**src/bgm_pkg.sv**
```systemverilog
// Shared constants, register codes and types of the box gradient block.
package bgm_pkg;

    localparam int MAX_WIDTH_DEF    = 1024;
    localparam int MAX_HEIGHT_DEF   = 1024;
    localparam int MAX_APERTURE_DEF = 7;

    localparam int AP_W   = 3;
    localparam int DIM_W  = 11;
    localparam int CFG_W  = 11;
    localparam int IDX_W  = 2;
    localparam int PIX_W  = 8;
    localparam int GRAD_W = 8;
    localparam int POS_W  = 10;

    // row slot of the line store, wide enough for the largest aperture range
    localparam int SLOT_W = 5;
    // window length 2A+1 and the read step counter over both window passes
    localparam int N_W    = 4;
    localparam int K_W    = 5;
    // signed window difference and its magnitude (255 * 15 fits in 12 bits)
    localparam int SUM_W  = 13;
    localparam int MAG_W  = 12;
    localparam int CNT_W  = 4;

    localparam int QUEUE_DEPTH = 2;
    localparam int QPTR_W      = 1;
    localparam int QCNT_W      = 2;

    localparam logic [IDX_W-1:0] REG_APERTURE     = 2'd0;
    localparam logic [IDX_W-1:0] REG_IMAGE_WIDTH  = 2'd1;
    localparam logic [IDX_W-1:0] REG_IMAGE_HEIGHT = 2'd2;

    localparam logic ACT_PIXEL = 1'b0;

    localparam logic [AP_W-1:0]  APERTURE_RST = 3'd1;
    localparam logic [DIM_W-1:0] WIDTH_RST    = 11'd640;
    localparam logic [DIM_W-1:0] HEIGHT_RST   = 11'd480;

    typedef struct packed {
        logic [AP_W-1:0]  aperture;
        logic [DIM_W-1:0] width;
        logic [DIM_W-1:0] height;
    } cfg_t;

    typedef struct packed {
        logic [DIM_W-1:0]  row;
        logic [DIM_W-1:0]  col;
        logic [SLOT_W-1:0] slot;
        logic              interior;
    } task_t;

endpackage

```
**src/bgm_queue.sv**
```systemverilog
// Two-entry task queue between the front and the back.
module bgm_queue (
    input  logic           aclk,
    input  logic           aresetn,
    input  logic           push,
    input  bgm_pkg::task_t push_task,
    input  logic           pop,
    output bgm_pkg::task_t head,
    output logic           full,
    output logic           empty
);

    bgm_pkg::task_t                  ent_reg [bgm_pkg::QUEUE_DEPTH];
    logic [bgm_pkg::QPTR_W-1:0]      wptr_reg, wptr_next;
    logic [bgm_pkg::QPTR_W-1:0]      rptr_reg, rptr_next;
    logic [bgm_pkg::QCNT_W-1:0]      cnt_reg, cnt_next;

    assign full  = (cnt_reg == bgm_pkg::QCNT_W'(bgm_pkg::QUEUE_DEPTH));
    assign empty = (cnt_reg == '0);
    assign head  = ent_reg[rptr_reg];

    always_comb begin
        wptr_next = push ? wptr_reg + 1'b1 : wptr_reg;
        rptr_next = pop ? rptr_reg + 1'b1 : rptr_reg;
        cnt_next  = cnt_reg;
        if (push && !pop) begin
            cnt_next = cnt_reg + 1'b1;
        end else if (pop && !push) begin
            cnt_next = cnt_reg - 1'b1;
        end
    end

    always_ff @(posedge aclk) begin
        if (push) begin
            ent_reg[wptr_reg] <= push_task;
        end
    end

    always_ff @(posedge aclk) begin
        if (!aresetn) begin
            wptr_reg <= '0;
            rptr_reg <= '0;
            cnt_reg  <= '0;
        end else begin
            wptr_reg <= wptr_next;
            rptr_reg <= rptr_next;
            cnt_reg  <= cnt_next;
        end
    end

`ifndef SYNTHESIS
    a_no_push_full: assert property (@(posedge aclk) disable iff (!aresetn)
        push |-> !full) else $error("queue push while full");
    a_no_pop_empty: assert property (@(posedge aclk) disable iff (!aresetn)
        pop |-> !empty) else $error("queue pop while empty");
    a_cnt_bound: assert property (@(posedge aclk) disable iff (!aresetn)
        cnt_reg <= bgm_pkg::QCNT_W'(bgm_pkg::QUEUE_DEPTH)) else $error("queue count overrun");
`endif

endmodule

```
**config.mk**
```make
export PLATFORM = sky130hd
export DESIGN_NAME = bgm_queue
export DESIGN_NICKNAME = d
export VERILOG_FILES = /design/src/bgm_pkg.sv /design/src/bgm_queue.sv
export SDC_FILE = /design/constraint.sdc
export NUM_CORES = 1
export LEC_CHECK = 0
export ABC_AREA = 1
export ABC_CLOCK_PERIOD_IN_PS = 2400
export BUFFER_PORTS_ARGS = -buffer_cell sky130_fd_sc_hd__buf_2
export CAP_MARGIN = 0
export CORE_MARGIN = 2
export CORE_UTILIZATION = 51
export CTS_CLUSTER_SIZE = 8
export DETAILED_ROUTE_END_ITERATION = 16
export GPL_ROUTABILITY_DRIVEN = 0
export PLACE_DENSITY = 0.77
export SYNTH_ARGS = -nofsm -noshare
export SYNTH_HDL_FRONTEND = slang
export SYNTH_SLANG_ARGS = --single-unit
```
**constraint.sdc**
```tcl
create_clock -name aclk -period 2.4 [get_ports aclk]
set_input_delay 0.48 -clock aclk [delete_from_list [all_inputs] [get_ports aclk]]
set_output_delay 0.48 -clock aclk [all_outputs]
set_load 0.03 [all_outputs]
```
; ---- Yosys cells after proc, flatten, opt, wreduce, memory -nomap -nowiden
; Memory sizes are Yosys's and may differ from the RTL's. A register that Yosys moved wholly into a read port is not among the register bits.
; Cells that the tools add are included.
[totals]
ff_bits = 4
latch_bits = 0
mem_bits_rw = 56
mem_bits_ro = 0
input_bits = 32
output_inout_bits = 30
elab_cells = 21
mem_count = 1
[classes]
addsub = 4
multipliers = 0
n_div = 0
n_lt_le_gt_ge = 0
eq_ne = 1
n_shift = 0
n_mux = 6
n_bitwise = 0
n_reduce_logical = 6
[memory_table]
columns = memory, words, word_bits, read_ports, rd_ports_with_merged_regs, wr, line
row1 = ent_reg, 2, 28, 1, 1, 1, bgm_queue.sv:13  ; bgm_pkg::task_t ent_reg [bgm_pkg::QUEUE_DEPTH];
[ops]
columns = operator, count
row1 = 2-to-1 mux 1 bit, 4
row2 = 2-to-1 mux 2 bit, 2
row3 = "adder 1 bit, second input constant", 2
row4 = "adder 2 x 1 -> 2 bit, second input constant", 1
row5 = "equality test 2 bit, second input constant", 1
row6 = logical AND 1 bit, 2
row7 = logical NOT 1 bit, 2
row8 = logical NOT 2 bit, 1
row9 = nonzero test 2 bit, 1
row10 = "subtractor 2 x 1 -> 2 bit, second input constant", 1

; ---- Depth between registers and ports, before layout
[logic_depth]
ltp_word = 4
mapped_depth = 8
depth_no_buf = 8

; ---- Least setup slack after synthesis
; Ideal clock, no wire load.
[synth_path]
kind = input to register
startpoint = in push
endpoint = mem ent_reg[0][0] (netlist name) (enable)
arrival_time_ps = 1702
required_ps = 1987
setup_slack_ps = 284
cell_stages = 2
path_cell_list = inv_1 > nor2_1
[synth_between]
elab_chain_len = 2
[synth_rtl]
columns = item, line
row1 = "start, declared", bgm_queue.sv:5  ; input logic push,
row2 = 2-to-1 mux 1 bit, bgm_queue.sv:34  ; if (push) begin
row3 = 2-to-1 mux 1 bit (not written as such), bgm_queue.sv:35  ; ent_reg[wptr_reg] <= push_task;
row4 = "end, declared", bgm_queue.sv:13
; Every way passes these cells.

==> results.md <==
* Status: finished, final reports clean
* Post-synthesis net count at 155
* Placement Rows at 24
* Top cell type's share of synthesized area at 71.5%
* Worst EP required at 1.92 ns
* Layout Nets at 229
* CP startpoint kind: flip-flop
* Final min period at 1.92 ns
* Hold Path End: ent_reg[0][5]
* Tcrit/Tclk final at 79.9%
* DR pass1 iterations at 4
* Unrepaired setup endpoints after global routing: false
* Post-CTS setup buffers at 0
* IO buf count at 61
* Clk pin slew, worst setup/hold paths at 0.07 ns
* Largest net degree at the start of global routing at 29
* CTS H-tree lvls at 3
* Cts hold-fix bufs at 0
* Number of global-route vias before repair at 1292
* Async SR Flop Fraction at 0%
* Count leader, synth: edfxtp_1
* HP Class: input pin to flip-flop
* Area contributors post-synth: edfxtp_1 72%, mux2_4 13%, dfxtp_1 4.3%, mux2_2 3.8%, buf_12 1.7%
* Synth Cell Area at 2350 um^2
* Clk buf depth at 2
* CP arrival at 1.44 ns
* Post-CTS resize count at 0
* Main flop type after synthesis: edfxtp_1
* Post-synthesis sequential area ratio at 75.8%
* Cells after Synth at 122
* Top cells by count, synth: 56 x edfxtp_1, 20 x mux2_4, 9 x nor2_1
* Pwr/cell area at 794 nW/um^2
* Antenna diode count at 0
* Worst-margin pin slew at 0.209 ns
* Die Y at 71.9 um
* Vias at 1243
* Synth Register Bits at 61
* Synth unique cells at 14
* CTS Root Cell: clkbuf_8
* Max Freq at 0.522 GHz
* # DRC at 0
* Hold_sp: push_task[5]
* Max_cap viols at 0
* Total grt overflow at 0
* Final hold vios at 0
* Slew Limit Headroom at 86.1%
* Peak VDD IR at 0.000483 V
* Final ANT Viol Nets at 0
* TritonCTS clock tree: yes
* Initial antenna violation count at 0
* Iter 0 DRT Violations at 90
* Clock Skews at 0.00464 ns
* Pleak at 1.19 nW
* Cell taking the most area after synthesis: edfxtp_1
* Total GRT Usage at 15.6%
* Wirelength per Cell at 14.5 um
* Layout cells sized above 1 at 53.7%
* CTS Sinks at 61
* Total Power at 0.00229 W
* Max reg flops at 56
* Crit. End Element: primary output
* Total wire length at 3660 um
* Post-Syn Area per Cell at 19.3 um^2
* Slew Viols, Final at 0
* Reg2Reg Depth at 3
* Die area at 5170 um^2
* Die width at 71.9 um
* First-pass GRT wire length at 5750 um
* Worst R2R Start: wptr_reg
* Critical Path Fanout Max at 28
* DR vias/cell at 4.91
* Hold-critical path depth at 1
* Fin Setup TNS at 0 ns
* Reg-to-reg slack, setup at 1.34 ns
* CTS Buf Count at 9
* Critical path class: flip-flop to primary output
* Number of synthesized flops with an enable pin at 56
* Area Growth Syn to Fin at 22.6%
* Core area at 4380 um^2
* I/O pins at 62
* Synth Warn # at 0
* Final Setup Violations at 0
* Reg2reg end: ent_reg[1][19]
* Initial Util at 53.6%
* Later-pin clock latency in the skew report at 0.32 ns
==> per-stage QoR <==
stage,utilization (%),hold WS [ns],cell area [um^2],setup slack [ns],std cells
2_1_floorplan,-,0.463,2350,0.284,122
3_3_place_gp,62.1,0.477,2720,0.851,237
3_5_place_dp,62.1,0.498,2720,0.818,237
4_1_cts,65.7,0.318,2880,0.456,253
5_1_grt,65.7,0.322,2880,0.437,253
6_report,65.7,0.336,2880,0.482,253
==> how the worst max path moves through the flow <==
stage	end	from	cells after the start	slack, ns
final	head[15]	flip-flop	3	0.48
after floorplan	ent_reg[0][0]	push	2	0.28
after global routing	head[27]	flip-flop	3	0.44
after detailed placement	head[8]	flip-flop	3	0.82
after global placement	head[7]	flip-flop	3	0.85
after CTS	head[15]	flip-flop	3	0.46
==> power breakdown <==
part / leakage, nW / internal [W] / switching, W / total, W
sequential: 0.568 / 0.00123 / 0.0000176 / 0.00124
combinational: 0.544 / 0.000128 / 0.000194 / 0.000322
clock: 0.0825 / 0.000361 / 0.000362 / 0.000723
total: 1.19 / 0.00172 / 0.000573 / 0.00229
==> critical path, stage by stage (launching register included) <==
cell and delay [ns]:
dfxtp_2 0.34, buf_12 0.22, mux2_2 0.37, buf_2 0.18
==> kinds of logic after synthesis <==
family,share of synthesized area (%)
adders and majority gates,0.532
AOI/OAI and AO/OA,0.425
buffers and inverters,3.46
muxes,16.6
DFF,75.8
and+or+nand+nor,3.19
==> routing by layer <==
metal  share of wire [%]  routed length [um]  global-route usage [%]  vias up
met5                   0                   0                       0        -
met4                 2.8                 101                    11.9        0
li1                    -                   -                       -      602
met2                  50                1820                    25.6       45
met3                 6.9                 251                    4.72       10
met1                  41                1490                    17.1      586
==> layout make-up <==
type / count / area (um^2)
clock buffer: 10 / 128
clock inverter: 6 / 30.0
fill: 331 / 1500
inverter: 8 / 30.0
multi-input combinational: 50 / 490
sequential: 61 / 1780
tap: 52 / 65.1
timing repair buffer: 66 / 355
==> layout by cell type, fill, tap and decap left out, types with 2 or more instances in the layout <==
master / netlist / final
buf_4: 0 / 4
clkbuf_8: 0 / 9
dfxtp_1: 5 / 4
inv_1: 8 / 8
clkinv_2: 0 / 2
clkinv_1: 0 / 3
mux2_4: 20 / 20
nand2_1: 8 / 8
edfxtp_1: 56 / 56
mux2_2: 8 / 8
nor2_1: 9 / 8
buf_2: 0 / 61
Power figures use the tool's default switching activity.
