===== src/bgm_pkg.sv =====
// Shared constants, register codes and types of the box gradient block.
package bgm_pkg;

    localparam int MAX_WIDTH_DEF    = 1024;
    localparam int MAX_HEIGHT_DEF   = 1024;
    localparam int MAX_APERTURE_DEF = 7;

    localparam int AP_W   = 3;
    localparam int DIM_W  = 11;
    localparam int CFG_W  = 11;
    localparam int IDX_W  = 2;
    localparam int PIX_W  = 8;
    localparam int GRAD_W = 8;
    localparam int POS_W  = 10;

    // row slot of the line store, wide enough for the largest aperture range
    localparam int SLOT_W = 5;
    // window length 2A+1 and the read step counter over both window passes
    localparam int N_W    = 4;
    localparam int K_W    = 5;
    // signed window difference and its magnitude (255 * 15 fits in 12 bits)
    localparam int SUM_W  = 13;
    localparam int MAG_W  = 12;
    localparam int CNT_W  = 4;

    localparam int QUEUE_DEPTH = 2;
    localparam int QPTR_W      = 1;
    localparam int QCNT_W      = 2;

    localparam logic [IDX_W-1:0] REG_APERTURE     = 2'd0;
    localparam logic [IDX_W-1:0] REG_IMAGE_WIDTH  = 2'd1;
    localparam logic [IDX_W-1:0] REG_IMAGE_HEIGHT = 2'd2;

    localparam logic ACT_PIXEL = 1'b0;

    localparam logic [AP_W-1:0]  APERTURE_RST = 3'd1;
    localparam logic [DIM_W-1:0] WIDTH_RST    = 11'd640;
    localparam logic [DIM_W-1:0] HEIGHT_RST   = 11'd480;

    typedef struct packed {
        logic [AP_W-1:0]  aperture;
        logic [DIM_W-1:0] width;
        logic [DIM_W-1:0] height;
    } cfg_t;

    typedef struct packed {
        logic [DIM_W-1:0]  row;
        logic [DIM_W-1:0]  col;
        logic [SLOT_W-1:0] slot;
        logic              interior;
    } task_t;

endpackage


===== src/bgm_back.sv =====
// Back: window reads, shared serial divider and output register.
module bgm_back #(
    parameter int MAX_WIDTH    = bgm_pkg::MAX_WIDTH_DEF,
    parameter int MAX_APERTURE = bgm_pkg::MAX_APERTURE_DEF,
    parameter int ADDR_W       = 14
) (
    input  logic                       aclk,
    input  logic                       aresetn,
    input  bgm_pkg::cfg_t              cfg,
    input  logic                       q_empty,
    input  bgm_pkg::task_t             q_head,
    output logic                       q_pop,
    output logic [ADDR_W-1:0]          rd_addr0,
    output logic [ADDR_W-1:0]          rd_addr1,
    input  logic [bgm_pkg::PIX_W-1:0]  rd_data0,
    input  logic [bgm_pkg::PIX_W-1:0]  rd_data1,
    output logic                       m_valid,
    input  logic                       m_ready,
    output logic [bgm_pkg::GRAD_W-1:0] m_grad_x,
    output logic [bgm_pkg::GRAD_W-1:0] m_grad_y,
    output logic [bgm_pkg::POS_W-1:0]  m_out_row,
    output logic [bgm_pkg::POS_W-1:0]  m_out_col
);

    localparam int ROWS = 2 * MAX_APERTURE + 2;
    localparam int SW   = bgm_pkg::SLOT_W;
    localparam int DW   = bgm_pkg::DIM_W;
    localparam int NW   = bgm_pkg::N_W;
    localparam int MW   = bgm_pkg::MAG_W;

    typedef enum logic [1:0] {ST_IDLE, ST_READ, ST_DIV, ST_OUT} state_t;

    state_t                        state_reg;
    logic [DW-1:0]                 row_reg, col_reg;
    logic [SW-1:0]                 slotp_reg, slotm_reg, rslot_reg;
    logic [DW-1:0]                 colk_reg, colp_reg, colm_reg;
    logic [bgm_pkg::K_W-1:0]       k_reg;
    logic                          pend_reg, pend_ph_reg;
    logic signed [bgm_pkg::SUM_W-1:0] sx_reg, sy_reg;
    logic [NW-1:0]                 rem_reg;
    logic [MW-1:0]                 quo_reg;
    logic [bgm_pkg::CNT_W-1:0]     cnt_reg;
    logic                          sel_reg;
    logic [bgm_pkg::GRAD_W-1:0]    gx_reg, gy_reg;
    logic                          m_valid_reg;
    logic [bgm_pkg::GRAD_W-1:0]    m_gx_reg, m_gy_reg;
    logic [bgm_pkg::POS_W-1:0]     m_row_reg, m_col_reg;

    logic [NW-1:0]                 n;
    logic [bgm_pkg::K_W-1:0]       two_n;
    logic                          phase2;
    logic [SW-1:0]                 rs0, rs1;
    logic [DW-1:0]                 rc0, rc1;
    logic signed [bgm_pkg::SUM_W-1:0] diff;
    logic [SW:0]                   sp_sum, sm_sum;
    logic [NW:0]                   shifted;
    logic [MW-1:0]                 quo_next;
    logic [NW-1:0]                 rem_next;
    logic [MW-1:0]                 mag_x, mag_y;
    logic signed [bgm_pkg::SUM_W-1:0] ax, ay;

    function automatic logic [SW-1:0] slot_inc(input logic [SW-1:0] s);
        return (s == SW'(ROWS - 1)) ? '0 : s + 1'b1;
    endfunction

    assign n      = {cfg.aperture, 1'b1};
    assign two_n  = {n, 1'b0};
    assign phase2 = (k_reg >= bgm_pkg::K_W'(n));

    // row pass reads rows a+A and a-A; column pass reads columns b+A and b-A
    assign rs0 = phase2 ? rslot_reg : slotp_reg;
    assign rs1 = phase2 ? rslot_reg : slotm_reg;
    assign rc0 = phase2 ? colp_reg : colk_reg;
    assign rc1 = phase2 ? colm_reg : colk_reg;
    assign rd_addr0 = ADDR_W'(ADDR_W'(rs0) * ADDR_W'(MAX_WIDTH) + ADDR_W'(rc0));
    assign rd_addr1 = ADDR_W'(ADDR_W'(rs1) * ADDR_W'(MAX_WIDTH) + ADDR_W'(rc1));

    assign diff = bgm_pkg::SUM_W'($signed({1'b0, rd_data0}))
                - bgm_pkg::SUM_W'($signed({1'b0, rd_data1}));

    assign sp_sum = (SW + 1)'(q_head.slot) + (SW + 1)'(cfg.aperture);
    assign sm_sum = (q_head.slot >= SW'(cfg.aperture))
                  ? (SW + 1)'(q_head.slot) - (SW + 1)'(cfg.aperture)
                  : (SW + 1)'(q_head.slot) + (SW + 1)'(ROWS) - (SW + 1)'(cfg.aperture);

    assign ax    = (sx_reg < 0) ? -sx_reg : sx_reg;
    assign ay    = (sy_reg < 0) ? -sy_reg : sy_reg;
    assign mag_x = ax[MW-1:0];
    assign mag_y = ay[MW-1:0];

    // one restoring divider step
    assign shifted = {rem_reg, quo_reg[MW-1]};
    always_comb begin
        if (shifted >= (NW + 1)'(n)) begin
            rem_next = NW'(shifted - (NW + 1)'(n));
            quo_next = {quo_reg[MW-2:0], 1'b1};
        end else begin
            rem_next = shifted[NW-1:0];
            quo_next = {quo_reg[MW-2:0], 1'b0};
        end
    end

    assign q_pop     = (state_reg == ST_IDLE) && !q_empty;
    assign m_valid   = m_valid_reg;
    assign m_grad_x  = m_gx_reg;
    assign m_grad_y  = m_gy_reg;
    assign m_out_row = m_row_reg;
    assign m_out_col = m_col_reg;

    always_ff @(posedge aclk) begin
        if (!aresetn) begin
            state_reg   <= ST_IDLE;
            m_valid_reg <= 1'b0;
            pend_reg    <= 1'b0;
        end else begin
            // drop the word once taken, unless a new one loads this cycle
            if (m_valid_reg && m_ready && (state_reg != ST_OUT)) begin
                m_valid_reg <= 1'b0;
            end
            unique case (state_reg)
                ST_IDLE: begin
                    if (!q_empty) begin
                        row_reg <= q_head.row;
                        col_reg <= q_head.col;
                        if (q_head.interior) begin
                            slotp_reg <= (sp_sum >= (SW + 1)'(ROWS))
                                       ? SW'(sp_sum - (SW + 1)'(ROWS)) : SW'(sp_sum);
                            slotm_reg <= SW'(sm_sum);
                            rslot_reg <= SW'(sm_sum);
                            colk_reg  <= q_head.col - DW'(cfg.aperture);
                            colp_reg  <= q_head.col + DW'(cfg.aperture);
                            colm_reg  <= q_head.col - DW'(cfg.aperture);
                            k_reg     <= '0;
                            pend_reg  <= 1'b0;
                            sx_reg    <= '0;
                            sy_reg    <= '0;
                            state_reg <= ST_READ;
                        end else begin
                            gx_reg    <= '0;
                            gy_reg    <= '0;
                            state_reg <= ST_OUT;
                        end
                    end
                end
                ST_READ: begin
                    // accumulate the pair whose read was issued in the previous cycle
                    if (pend_reg) begin
                        if (pend_ph_reg) begin
                            sy_reg <= sy_reg + diff;
                        end else begin
                            sx_reg <= sx_reg + diff;
                        end
                    end
                    if (k_reg < two_n) begin
                        pend_reg    <= 1'b1;
                        pend_ph_reg <= phase2;
                        k_reg       <= k_reg + 1'b1;
                        if (phase2) begin
                            rslot_reg <= slot_inc(rslot_reg);
                        end else begin
                            colk_reg <= colk_reg + 1'b1;
                        end
                    end else begin
                        pend_reg <= 1'b0;
                        if (!pend_reg) begin
                            quo_reg   <= mag_x;
                            rem_reg   <= '0;
                            cnt_reg   <= '0;
                            sel_reg   <= 1'b0;
                            state_reg <= ST_DIV;
                        end
                    end
                end
                ST_DIV: begin
                    if (cnt_reg == bgm_pkg::CNT_W'(MW - 1)) begin
                        if (!sel_reg) begin
                            gx_reg  <= quo_next[bgm_pkg::GRAD_W-1:0];
                            quo_reg <= mag_y;
                            rem_reg <= '0;
                            cnt_reg <= '0;
                            sel_reg <= 1'b1;
                        end else begin
                            gy_reg    <= quo_next[bgm_pkg::GRAD_W-1:0];
                            state_reg <= ST_OUT;
                        end
                    end else begin
                        quo_reg <= quo_next;
                        rem_reg <= rem_next;
                        cnt_reg <= cnt_reg + 1'b1;
                    end
                end
                ST_OUT: begin
                    if (!m_valid_reg || m_ready) begin
                        m_valid_reg <= 1'b1;
                        m_gx_reg    <= gx_reg;
                        m_gy_reg    <= gy_reg;
                        m_row_reg   <= row_reg[bgm_pkg::POS_W-1:0];
                        m_col_reg   <= col_reg[bgm_pkg::POS_W-1:0];
                        state_reg   <= ST_IDLE;
                    end
                end
                default: state_reg <= ST_IDLE;
            endcase
        end
    end

`ifndef SYNTHESIS
    a_k_bound: assert property (@(posedge aclk) disable iff (!aresetn)
        (state_reg == ST_READ) |-> (k_reg <= two_n)) else $error("read step overrun");
    a_slot_bound: assert property (@(posedge aclk) disable iff (!aresetn)
        (state_reg == ST_READ) |-> (rslot_reg < SW'(ROWS))) else $error("row slot overrun");
`endif

endmodule


===== config.mk =====
export PLATFORM = sky130hd
export DESIGN_NAME = bgm_back
export DESIGN_NICKNAME = d
export VERILOG_FILES = /design/src/bgm_pkg.sv /design/src/bgm_back.sv
export SDC_FILE = /design/constraint.sdc
export NUM_CORES = 1
export LEC_CHECK = 0
export BUFFER_PORTS_ARGS = -buffer_cell sky130_fd_sc_hd__buf_2
export CAP_MARGIN = 20
export CORE_MARGIN = 2
export CORE_UTILIZATION = 30
export DETAILED_ROUTE_END_ITERATION = 6
export HOLD_SLACK_MARGIN = 0.15
export SLEW_MARGIN = 15
export SYNTH_ARGS = -nofsm -noshare
export SYNTH_HDL_FRONTEND = slang
export SYNTH_SLANG_ARGS = --single-unit

===== constraint.sdc =====
create_clock -name aclk -period 4.7 [get_ports aclk]
set_input_delay 0.94 -clock aclk [delete_from_list [all_inputs] [get_ports aclk]]
set_output_delay 0.94 -clock aclk [all_outputs]
set_load 0.02 [all_outputs]

; ---- Word-level counts from Yosys, hierarchy flattened
; Cells that the tools add are included.
; W data, S select, Z words.
[op_classes]
n_addsub = 19
magnitude_cmp = 7
eq_ne = 22
muxes = 72
bitwise = 1
n_reduce_logical = 25
[op_table]
columns = op, n
row1 = $mux W13, 6
row2 = $mux W12, 6
row3 = $mux W11, 6
row4 = $pmux W13 S2, 2
row5 = $mux W8, 6
row6 = $mux W5, 9
row7 = $reduce_and A6 Y1, 7
row8 = $mux W4, 9
row9 = $ne A2 B2 Y1 const B, 16
row10 = $pmux W8 S2, 2
row11 = $add A14 B11 Y14, 2
row12 = $add A13 B9 Y13, 2
row13 = $lt A13 B1 Y1 const B, 2
row14 = $neg A12 Y12, 2
row15 = $pmux W12 S2, 1
row16 = $pmux W11 S2, 1
row17 = $pmux W5 S2, 2
row18 = $pmux W4 S2, 2
row19 = $reduce_and A5 Y1, 3
row20 = $mux W2, 7
row21 = $reduce_and A3 Y1, 4
row22 = $add A11 B1 Y11 const B, 1
row23 = $add A11 B3 Y11, 1
row24 = $sub A11 B3 Y11, 1
row25 = other kinds (27), 46
[word_totals]
ff_bits = 175
input_bits = 73
out_inout_bits = 66
elab_cells = 171

; ---- Depth between registers and ports, before layout
[logic_depth]
word_depth = 6
mapped_depth = 15
mapped_depth_nobuf = 15

; ---- Worst setup path before layout
; OpenSTA, ideal clock, no wires.
[synth_path]
path_type = input to output
from = input port cfg[22] (netlist name)
to = output port rd_addr1[13]
arrival_time_ps = 3266
required_ps = 3760
slack_ps = 494
cell_stages = 13
n_path_buf = 2
cell_sequence = inv_1 -> ha_1 -> a21o_1 -> a21o_1 -> a211o_1 -> buf_6 -> buf_12 -> mux2_4 -> ha_1 -> nand3_1 -> xnor2_1 -> nor2_1 -> a21oi_1
[synth_between]
elab_chain_len = 3
word_cells_on_any_way = 4
classes_between = add/sub: 1 / order compare: 1 / mux: 2
[synth_lines]
columns = item, line_no
row1 = start: declaration, bgm_back.sv:9  ; input bgm_pkg::cfg_t cfg,
row2 = $ge A5 B4 Y1 *, bgm_back.sv:68  ; assign phase2 = (k_reg >= bgm_pkg::K_W'(n));
row3 = $mux W4 / $mux W11 (equally long branches), "bgm_back.sv:72, bgm_back.sv:74"
row4 = $add A14 B11 Y14 *, bgm_back.sv:76  ; assign rd_addr1 = ADDR_W'(ADDR_W'(rs1) * ADDR_W'(MAX_WIDTH) + ADDR_W'(rc1));
row5 = end: declaration, bgm_back.sv:14  ; output logic [ADDR_W-1:0] rd_addr1,
; Mark *: on every way between the ends. The rest lies on a longest branch, timed or not.

; ---- Final worst setup path
; Ends and elaborated chain as after synthesis.

==> results by stage <==
Critical path:
- The worst register-to-register path begins at cnt_reg[0].
- The master of the slowest instance on the critical path is sky130_fd_sc_hd__a211o_1.
- The worst-case reg-to-reg path depth is 6.
- The endpoint of the lowest-slack register-to-register path is gx_reg[6].
- At the worst endpoint, the required time is 3760 ps.
- The signal on the critical path passes through buf_2 > inv_1 > ha_1 > a21o_1 > a21o_1 > a211o_1 > mux2_4 > ha_1 > nand3_1 > xnor2_1 > nor2_1 > a21oi_1 > buf_2.
- The arrival time reported for the critical path endpoint is 3400 ps.
- The startpoint-to-endpoint class of the critical path is input port to output port.
- The critical path buffer and inverter count is 3.
- The startpoint class of the critical path is an input port.
- The setup check on the worst reg-to-reg path leaves a slack of 2060 ps.
- The cell type group with the largest total delay on the critical path is compound AO/OA/AOI/OAI gates.
- The critical path ends at rd_addr1[13].
- Counting buffers and inverters, the worst setup path is 13 cells deep.
- On the worst path, the slowest cell contributes a delay of 430 ps.
- Along the worst path, the maximum fanout reaches 7.
- The kind of capture point of the worst setup path is an output port.
- The launch point of the critical path is cfg[22].

Floorplan:
- Measured along the y axis, the die boundary spans 187 um.
- The area of the die is 34800 um2.
- Once the floorplan was initialized, standard cells occupied 30.6% of the core.
- The region available for standard cell placement spans 32700 um2.
- 139 I/O pins were placed.
- The initialized floorplan defines 66 standard-cell rows.
- The die outline width is 187 um.

Global route:
- Summed over all layers, the global routing overflow is 0.
- The pin count of the biggest net entering global routing is 44.
- Global routing consumed, over all layers together, 11.9% of the routing resources.
- The global-route wire length before repair is 33400 um.
- The initial antenna violation count is 2.
- The via count of the first global-routing pass is 6295.

Place:
- The placed instances occupy a cell area of 11100 um2.
- The placement-stage worst setup slack is 353 ps.
- Once detailed placement completed, the half-perimeter wirelength came to 15400 um.
- The placer congestion estimate is 0.797.
- The port buffer count is 115.

Timing:
- The smallest setup slack after layout is 358 ps.
- The total count of hold-check failures in the final report is 0.
- The final worst clock skew is 17.6 ps.
- Setup violations remaining at the end of the flow were counted as 0.
- The count of pins over their slew limit came to 0.
- For the finished layout, the period the worst path requires is 4340 ps.
- In this run the tightest slew margin relative to its limit is 35.6%.
- The worst-margin pin slew is 964 ps.
- The achievable frequency is 230 MHz.
- After routing, the total negative slack on setup checks comes to 0 ps.
- Setup repair after global routing left no endpoint under its margin.
- The post-route fraction of the period consumed by the critical path is 92.4%.

Synthesis:
- The distinct cell type count of the synthesized netlist is 63.
- The biggest area consumer among synthesized cells is sky130_fd_sc_hd__edfxtp_1.
- After synthesis, flip-flops and latches occupy 51.5% of the total area.
- The number of synthesized flops with an enable pin is 169.
- The Yosys warning count is 0.
- Synthesis handed over a netlist of 845 instances.
- The share of synthesized area in the top cell type comes to 50.7%.
- The area of the mapped netlist is 10000 um2.
- The proportion of synthesized flip-flops having asynchronous set or reset is 0%.
- By area the synthesized netlist is led by sky130_fd_sc_hd__edfxtp_1 (51%), sky130_fd_sc_hd__ha_1 (9.3%), sky130_fd_sc_hd__xnor2_1 (4.6%).
- The leading register cell type out of synthesis is sky130_fd_sc_hd__edfxtp_1.
- Averaged over all synthesized cells, the footprint is 11.8 um2.
- The flip-flop and latch count after synthesis is 173.
- The total nets after synthesis is 1002.

Outcome:
- The flow ran to the end, and the final reports show no timing, DRC or antenna violations.

Detailed routing:
- The total wirelength of the detailed-routed design is 20700 um.
- The detailed-route DRC error count is 0.
- The total via count in the routed design is 6526.
- The number of DRC violations after detailed-routing iteration 0 is 357.
- In the routed layout, each cell is associated on average with a via count of 4.59.
- Once detail routing completed, the nets flagged for antenna violations numbered 0.
- The number of search-and-repair iterations in the first detailed-routing pass is 7.
- After detailed routing, the average wire length per cell comes to 14.5 um.

CTS:
- The post-CTS setup buffer count is 0.
- The number of hold buffers added after CTS was 0.
- The root buffer selected by CTS is sky130_fd_sc_hd__clkbuf_16.
- The clock network latency to the later pin of the worst-skew pair is 440 ps.
- The clock net sink count is 173.
- The longest clock path from root to sink contains 2 buffers.
- TritonCTS built the clock tree.
- After clock tree synthesis, the clock-pin slew on the worst setup and hold paths is 80 ps.
- Gates resized during post-CTS repair numbered 0.
- The H-tree was split into 4 levels.
- Counting the buffers created by CTS gives 17.

Final layout:
- At the end of the flow, the number of nets in the layout was 1122.
- The area of combinational cells with multiple inputs is 4500 um2.
- With fillers left out, the area of the finished cells amounts to 11700 um2.
- The area used by sequential logic in the layout is 5150 um2.
- The layout has 3237 filler cells.
- The synthesis-to-layout area growth is 17.0%.
- The post-route netlist has 20.2% of its cells at a drive strength greater than 1.

Power:
- The power per standard cell area is 453 nW/um2.
- The highest ir drop seen on vdd is 0.214 mV.
- The static leakage is 4.65 nW.

Worst hold path:
- The path class of the tightest hold or removal check is flop to flop.
- In this run the most critical hold path is launched from row_reg[9].

Job:
- The count of maximum capacitance violations is 0.
## per-layer routing
layer / global-route usage (%) / wire, um
met5: 0 / 0
met4: 3.21 / 218
met3: 2.39 / 966
met2: 18.1 / 9140
met1: 17.3 / 10400
## synthesized netlist by cell type, types with 3 or more instances
master                       n
sky130_fd_sc_hd__o31ai_1     6
sky130_fd_sc_hd__o21a_1      7
sky130_fd_sc_hd__nor2b_1     7
sky130_fd_sc_hd__inv_1      56
sky130_fd_sc_hd__mux2_4     20
sky130_fd_sc_hd__o21ai_0    43
sky130_fd_sc_hd__buf_1       3
sky130_fd_sc_hd__fa_1       10
sky130_fd_sc_hd__xnor2_1    52
sky130_fd_sc_hd__or3_1       4
sky130_fd_sc_hd__nor2_1     67
sky130_fd_sc_hd__or2_2       5
sky130_fd_sc_hd__o21bai_1    4
sky130_fd_sc_hd__a211oi_1    3
sky130_fd_sc_hd__nand2_1    46
sky130_fd_sc_hd__mux2_2      4
sky130_fd_sc_hd__edfxtp_1  169
sky130_fd_sc_hd__a21o_1     17
sky130_fd_sc_hd__nand3_1    24
sky130_fd_sc_hd__dfxtp_1     4
sky130_fd_sc_hd__clkbuf_1   17
sky130_fd_sc_hd__o22ai_1     5
sky130_fd_sc_hd__ha_1       74
sky130_fd_sc_hd__nand2b_1   12
sky130_fd_sc_hd__a21oi_1    42
sky130_fd_sc_hd__and2_1     15
sky130_fd_sc_hd__buf_2       3
sky130_fd_sc_hd__and3_1     11
sky130_fd_sc_hd__a21boi_0    5
sky130_fd_sc_hd__xor2_1     37
sky130_fd_sc_hd__mux2i_1    14
sky130_fd_sc_hd__o211ai_1    8
sky130_fd_sc_hd__nor3_1     10
## power by group
part	total, mW	switching (mW)	internal (mW)	leakage, nW
Clock	1.43	0.700	0.726	0.297
Sequential	2.20	0.142	2.05	1.59
Combinational	1.68	1.02	0.661	2.77
Total	5.30	1.86	3.44	4.65
## cells in the final DEF (no fill, tap or decap), types with 5 or more instances in the layout
cell type	count
sky130_fd_sc_hd__mux2_4	20
sky130_fd_sc_hd__fa_1	10
sky130_fd_sc_hd__or2_2	5
sky130_fd_sc_hd__xor2_1	37
sky130_fd_sc_hd__a21boi_0	5
sky130_fd_sc_hd__ha_1	74
sky130_fd_sc_hd__o21a_1	7
sky130_fd_sc_hd__inv_1	56
sky130_fd_sc_hd__nor2_1	66
sky130_fd_sc_hd__nand3_1	24
sky130_fd_sc_hd__o31ai_1	6
sky130_fd_sc_hd__nor2b_1	7
sky130_fd_sc_hd__o21ai_0	43
sky130_fd_sc_hd__o22ai_1	5
sky130_fd_sc_hd__buf_4	13
sky130_fd_sc_hd__nand2b_1	12
sky130_fd_sc_hd__a21o_1	17
sky130_fd_sc_hd__and3_1	11
sky130_fd_sc_hd__clkbuf_16	17
sky130_fd_sc_hd__a21oi_1	42
sky130_fd_sc_hd__xnor2_1	52
sky130_fd_sc_hd__buf_2	115
sky130_fd_sc_hd__nand2_1	46
sky130_fd_sc_hd__inv_8	6
sky130_fd_sc_hd__o211ai_1	8
sky130_fd_sc_hd__mux2i_1	14
sky130_fd_sc_hd__and2_1	15
sky130_fd_sc_hd__nor3_1	10
sky130_fd_sc_hd__edfxtp_1	169
## cells by family after synthesis
group | share of synthesized area, %
AO/OA/AOI/OAI | 10.6
XOR/XNOR | 7.79
adder cells (fa/ha/maj) | 11.3
buffers and inverters | 3.59
flip-flops | 51.5
multiplexers | 4.85
AND/OR/NAND/NOR | 10.4
## layout make-up
class,instances,share of cell area [%]
Multi-Input combinational cell,589,38.4
Timing Repair Buffer,128,5.75
Clock buffer,17,3.63
Antenna cell,2,0.0428
Tap cell,442,4.72
Sequential cell,173,44.0
Inverter,56,1.80
Clock inverter,15,1.57
## worst min path at each step
stage                     slack [ps]  cells past startpoint            to
after global placement           400                      0  m_out_row[9]
after global routing             430                      0  m_out_col[4]
after CTS                        420                      0  m_out_row[9]
final                            420                      0  m_out_row[9]
after detailed placement         400                      0   m_grad_x[6]
after floorplan                  400                      0   m_grad_x[0]
## worst register-to-register path, cell delays in order, from the launching register on
cell,delay (ps)
sky130_fd_sc_hd__edfxtp_1,380
sky130_fd_sc_hd__ha_1,190
sky130_fd_sc_hd__nand2_1,70
sky130_fd_sc_hd__or2_2,370
sky130_fd_sc_hd__nand2_1,310
sky130_fd_sc_hd__o2111ai_1,190
sky130_fd_sc_hd__a21oi_1,770
## stage by stage
step | hold WS (ps) | utilization, % | power [mW] | cells
floorplan | 400 | - | 3.48 | 845
global placement | 401 | 33.9 | 3.88 | 1388
detailed placement | 405 | 33.9 | 3.92 | 1388
CTS | 420 | 35.8 | 5.36 | 1420
global route | 425 | 35.8 | 5.62 | 1420
finish | 417 | 35.8 | 5.30 | 1422
Power figures use the tool's default switching activity.
